$ cat src/rtl/n2kfp_pkg.sv
// shared types, constants and the fast-packet pgn lookup
// no dependencies
`timescale 1ns / 1ps

package n2kfp_pkg;

  localparam int NUM_SLOTS_DEF  = 8;
  localparam int SLOT_BYTES_DEF = 256;
  localparam int LANES          = 8;
  localparam int KEY_W          = 36;
  localparam int NUM_FAST       = 36;
  localparam logic [15:0] MAX_AGE_RST = 16'd100;
  localparam logic [7:0]  PF_PDU2     = 8'd240;
  localparam logic [4:0]  CNT_LAST    = 5'h1F;
  localparam logic [7:0]  START_BYTES = 8'd6;
  localparam logic [7:0]  NEXT_BYTES  = 8'd7;
  localparam logic [7:0]  RAW_LENGTH  = 8'd8;

  localparam logic [16:0] FAST_PGNS [NUM_FAST] = '{
    17'd65240,  17'd126208, 17'd126464, 17'd126996, 17'd126998, 17'd127233,
    17'd127237, 17'd127489, 17'd127496, 17'd127506, 17'd128275, 17'd129029,
    17'd129038, 17'd129039, 17'd129040, 17'd129041, 17'd129284, 17'd129285,
    17'd129540, 17'd129793, 17'd129794, 17'd129795, 17'd129797, 17'd129798,
    17'd129801, 17'd129802, 17'd129808, 17'd129809, 17'd129810, 17'd130065,
    17'd130074, 17'd130323, 17'd130577, 17'd130820, 17'd130822, 17'd130824
  };

  typedef enum logic [2:0] {
    ST_IDLE, ST_SCAN, ST_SCAN_LAST, ST_DECIDE, ST_RAW, ST_EMIT_RD, ST_EMIT_LD
  } state_t;

  // per-slot record held in the slot table memory
  typedef struct packed {
    logic [KEY_W-1:0] key;
    logic [7:0]       seq;
    logic [7:0]       len;
    logic [7:0]       cur;
    logic [31:0]      stamp;
  } meta_t;

  // one byte lane write
  typedef struct packed {
    logic       we;
    logic [7:0] data;
  } lane_wr_t;

  function automatic logic is_fast(input logic [16:0] p);
    logic hit;
    hit = 1'b0;
    for (int i = 0; i < NUM_FAST; i++) begin
      if (FAST_PGNS[i] == p) hit = 1'b1;
    end
    return hit;
  endfunction

endpackage

$ cat src/rtl/n2kfp_meta_mem.sv
// slot table memory: one record per slot, registered read
// depends on n2kfp_pkg
`timescale 1ns / 1ps

module n2kfp_meta_mem #(
  parameter int NUM_SLOTS = n2kfp_pkg::NUM_SLOTS_DEF,
  localparam int SW = (NUM_SLOTS > 1) ? $clog2(NUM_SLOTS) : 1
) (
  input  logic              clk,
  input  logic              re,
  input  logic [SW-1:0]     raddr,
  output n2kfp_pkg::meta_t  rdata,
  input  logic              we,
  input  logic [SW-1:0]     waddr,
  input  n2kfp_pkg::meta_t  wdata
);

  n2kfp_pkg::meta_t mem [NUM_SLOTS];
  n2kfp_pkg::meta_t rdata_r;

  // write port and registered read port
  always_ff @(posedge clk) begin
    if (we) mem[waddr] <= wdata;
    if (re) rdata_r <= mem[raddr];
  end

  assign rdata = rdata_r;

endmodule

$ cat config.mk
export PLATFORM = sky130hd
export DESIGN_NAME = n2kfp_meta_mem
export DESIGN_NICKNAME = d
export VERILOG_FILES = /design/src/rtl/n2kfp_pkg.sv /design/src/rtl/n2kfp_meta_mem.sv
export SDC_FILE = /design/constraint.sdc
export NUM_CORES = 1
export LEC_CHECK = 0
export BUFFER_PORTS_ARGS = -buffer_cell sky130_fd_sc_hd__buf_2
export CORE_ASPECT_RATIO = 1.5
export CORE_MARGIN = 5
export CORE_UTILIZATION = 35
export DETAILED_ROUTE_END_ITERATION = 16
export GPL_ROUTABILITY_DRIVEN = 0
export SLEW_MARGIN = 40
export SYNTH_ARGS = -nofsm -noshare
export SYNTH_HDL_FRONTEND = slang
export SYNTH_SLANG_ARGS = --single-unit
$ cat constraint.sdc
create_clock -name clk -period 7.9 [get_ports clk]
set_input_delay 0.395 -clock clk [delete_from_list [all_inputs] [get_ports clk]]
set_output_delay 0.395 -clock clk [all_outputs]
set_load 0.05 [all_outputs]
* Yosys cells after proc, flatten, opt, wreduce, memory -nomap -nowiden
Memories as Yosys holds them, arrays and structs flattened. A register that Yosys moved wholly into a read port is not among the register bits. Index checks and enable logic that the tools add are counted.
Storage, ports and cells: bits in registers 0, bits in latches 0, memory bits (writable) 736, memory bits (read-only) 0, output and inout port bits 92, logic and storage cells 3, memories kept 1
Memory list:
- mem | depth 8, bits a word 92, rd ports 1, clocked after Yosys merged registers in 1, wr ports 1, line n2kfp_meta_mem.sv:18 | n2kfp_pkg::meta_t mem [NUM_SLOTS];
Cells by class: add/subtract/negate cells 0, multiply operators 0, divide/modulo/power cells 0, magnitude comparators 0, equal/unequal tests 0, shifts and indexed selects 0, muxes and demuxes 2, bitwise operators 0, reduce and logical (&&, ||, !) cells 0
Operator list (count):
- $mux W1 | 2

* Longest topological paths before layout
depth in word-level cells 2, depth in mapped cells 5, depth with buffers taken out 2

* Worst setup path after synthesis
OpenSTA, ideal clock, no wires.
path kind in2reg, start input waddr[2], end memory mem[0][0] (netlist bit) (enable), library setup time 0.657 ns, arrival time 6.801 ns, slack 0.443 ns, stages 2, cells stage by stage nand2b_1 -> nor3_1
RTL lines:
- from (decl) | line n2kfp_meta_mem.sv:14 | input logic [SW-1:0] waddr,
- to (decl) | line n2kfp_meta_mem.sv:18
No word-level cell before the write port.

==> out/metrics.cfg <==
[global_routing]
grt_pass1_vias = 14760
grt-ovfl-total = 0
grt_max_degree = 73
grt_pass1_wl_mm = 97.35
antenna_found_initial = 3
grt_usage_pct = 14.14

[placement]
place_inst = 2479
port_buffers = 192
hpwl_mm = 36.17

[drt]
detail-route-antenna-nets = 0
wl_met3_mm = 3.017
wl_per_cell_um = 24.13
vias = 13351
drt_iter0_drc = 726
wirelength_mm = 65.60
wl_met1_mm = 26.39
avgViaCountPerCell = 4.910
top_layer_used = met5
drc = 0
wl_met2_mm = 34.47
drtPass1Iterations = 5

[sta]
tns_ps = 0
min_period_over_period_pct = 27.77
clock_skew_ps = 25.16
setup_violations = 0
max_freq_ghz = 0.4558
slew_headroom_pct = 47.47
finalHoldViolCount = 0
tightest_slew_ps = 787.9
post-route-min-period_ps = 2194
drv_slew = 0
rsz0062_at_grt = false

[worst_setup_path]
slowest_stage = mux4_2
worstPathCellList = buf_8 -> buf_16 -> buf_4 -> mux4_2 -> mux2_2
max_stage_delay_ps = 570
path_class = in2reg
rrSetupSlack_ps = 6500
cp_top_family = buffers and inverters
endpoint = rdata[58]
path_buf_inv = 3
crit_fanout = 41
arrival_ps = 2590
regToRegStartpoint = mem[5][5]
critPathLaunch = raddr[0]
crit_cells = 5
cp-end-kind = flop
start_kind = primary input
timing.rr.end = rdata[5]
critPathRequiredTime_ps = 8290
r2r_cells = 2

[floorplan]
die_area_um2 = 93070
core_area_um2 = 86380
die_y_um = 371.2
rows = 132
die_width_um = 250.8
io_pins = 193
initial_core_util_pct = 35.23

[finish]
final_cells = 2719
drive_above_1_share_pct = 38.97
syn_to_final_growth_pct = 19.45
layout_commonest_cell = edfxtp_1
fill_cells = 7383
nets = 1615
layout_common_cells = edfxtp_1 (828), buf_2 (188), mux4_2 (184), mux2_2 (92), dlygate4sd3_1 (92)

[cts]
cts_max_level = 3
numClockSinks = 828
clock-root-buffer = clkbuf_16
numCtsBuffers = 80
path_clk_slew_ps = 60
cts_resized = 0
holdBufCountCts = 92
cts_setup_buffers = 0
cts.path.max_buffers = 3
clkLatencyLatePin_ps = 660
cts_tree = done

[synth]
synthCells = 1168
syn_avg_cell_area_um2 = 26.06
yosysSeqAreaShare_pct = 81.70
syn_area_um2 = 30430
yosys_warnings = 0
synthDistinctLibCells = 11
synth_nets = 1269
synth_seq_cells = 828

[min_path]
hold_class = in2reg

[outcome]
outcome = finished clean

[pwr]
pwr_density_cell_nw_per_um2 = 257.8
p_leak_uw = 0.01170
ir_drop_mv = 0.1864

[flow_run]
cap_viol_max_count = 0

## sequential cells by signal, summed over array words and instances, names as in the netlist
register,count
mem,736
rdata,92
## power by group
part / switching (µW) / internal, µW
combinational: 386 / 245
clock: 1630 / 2050
sequential: 43.6 / 5020
total: 2060 / 7320
## kinds of logic (layout without fill, tap and decap cells)
family | count (synthesis) | after routing | share of synthesized area (%)
DFF | 828 | 828 | 81.70
muxes | 276 | 276 | 17.02
buffers and inverters | 51 | 461 | 1.089
and+or+nand+nor | 13 | 13 | 0.1932
other | 0 | 2 | 0
## stage by stage
step	hold slack (ps)	util, %	power (µW)	cell area (µm²)	worst slack, ps
floorplan	493.9	-	5550	30430	442.5
global placement	653.7	37.93	5740	32760	4621
detailed placement	662.1	38.13	5765	32930	4943
CTS	125.6	42.08	9515	36350	5671
global route	154.7	42.09	9738	36350	5508
finish	193.7	42.09	9372	36350	5706
## metal layers
layer	track usage [%]	vias to the layer above
li1	-	5745
met5	0	-
met1	17.65	7186
met2	24.84	313
met4	4.872	2
met3	2.645	105
## cells in the mapped netlist, drive strengths merged
| cell type | n | area [µm²] |
|---|---|---|
| mux2 | 92 | 1036 |
| edfxtp | 828 | 24860 |
| nor3 | 2 | 10.01 |
| nor2 | 6 | 22.52 |
| buf | 35 | 271.5 |
| clkbuf | 16 | 60.06 |
| mux4 | 184 | 4144 |
| nand2b | 3 | 18.77 |
| nand2 | 2 | 7.510 |
## worst min path at each step
stage / slack [ps] / from / endpoint / cells past startpoint
detailed placement: 660 / wdata[16] / mem[0][16] / 1
finish: 190 / waddr[1] / mem[4][85] / 2
floorplan: 490 / wdata[0] / mem[0][0] / 0
global placement: 650 / wdata[53] / mem[6][53] / 1
global route: 150 / waddr[1] / mem[4][85] / 2
CTS: 130 / waddr[1] / mem[4][77] / 2
## final cells by class
cell class / instances / area [µm²] / share of cell area [%]
multi-input combinational: 289 / 5294 / 14.56
clock buffer: 102 / 2127 / 5.851
antenna: 2 / 5.005 / 0.01377
clock inverter: 44 / 366.6 / 1.008
timing repair buffer: 315 / 2273 / 6.253
sequential: 828 / 24860 / 68.39
tap: 1139 / 1425 / 3.920
Power figures use the tool's default switching activity.
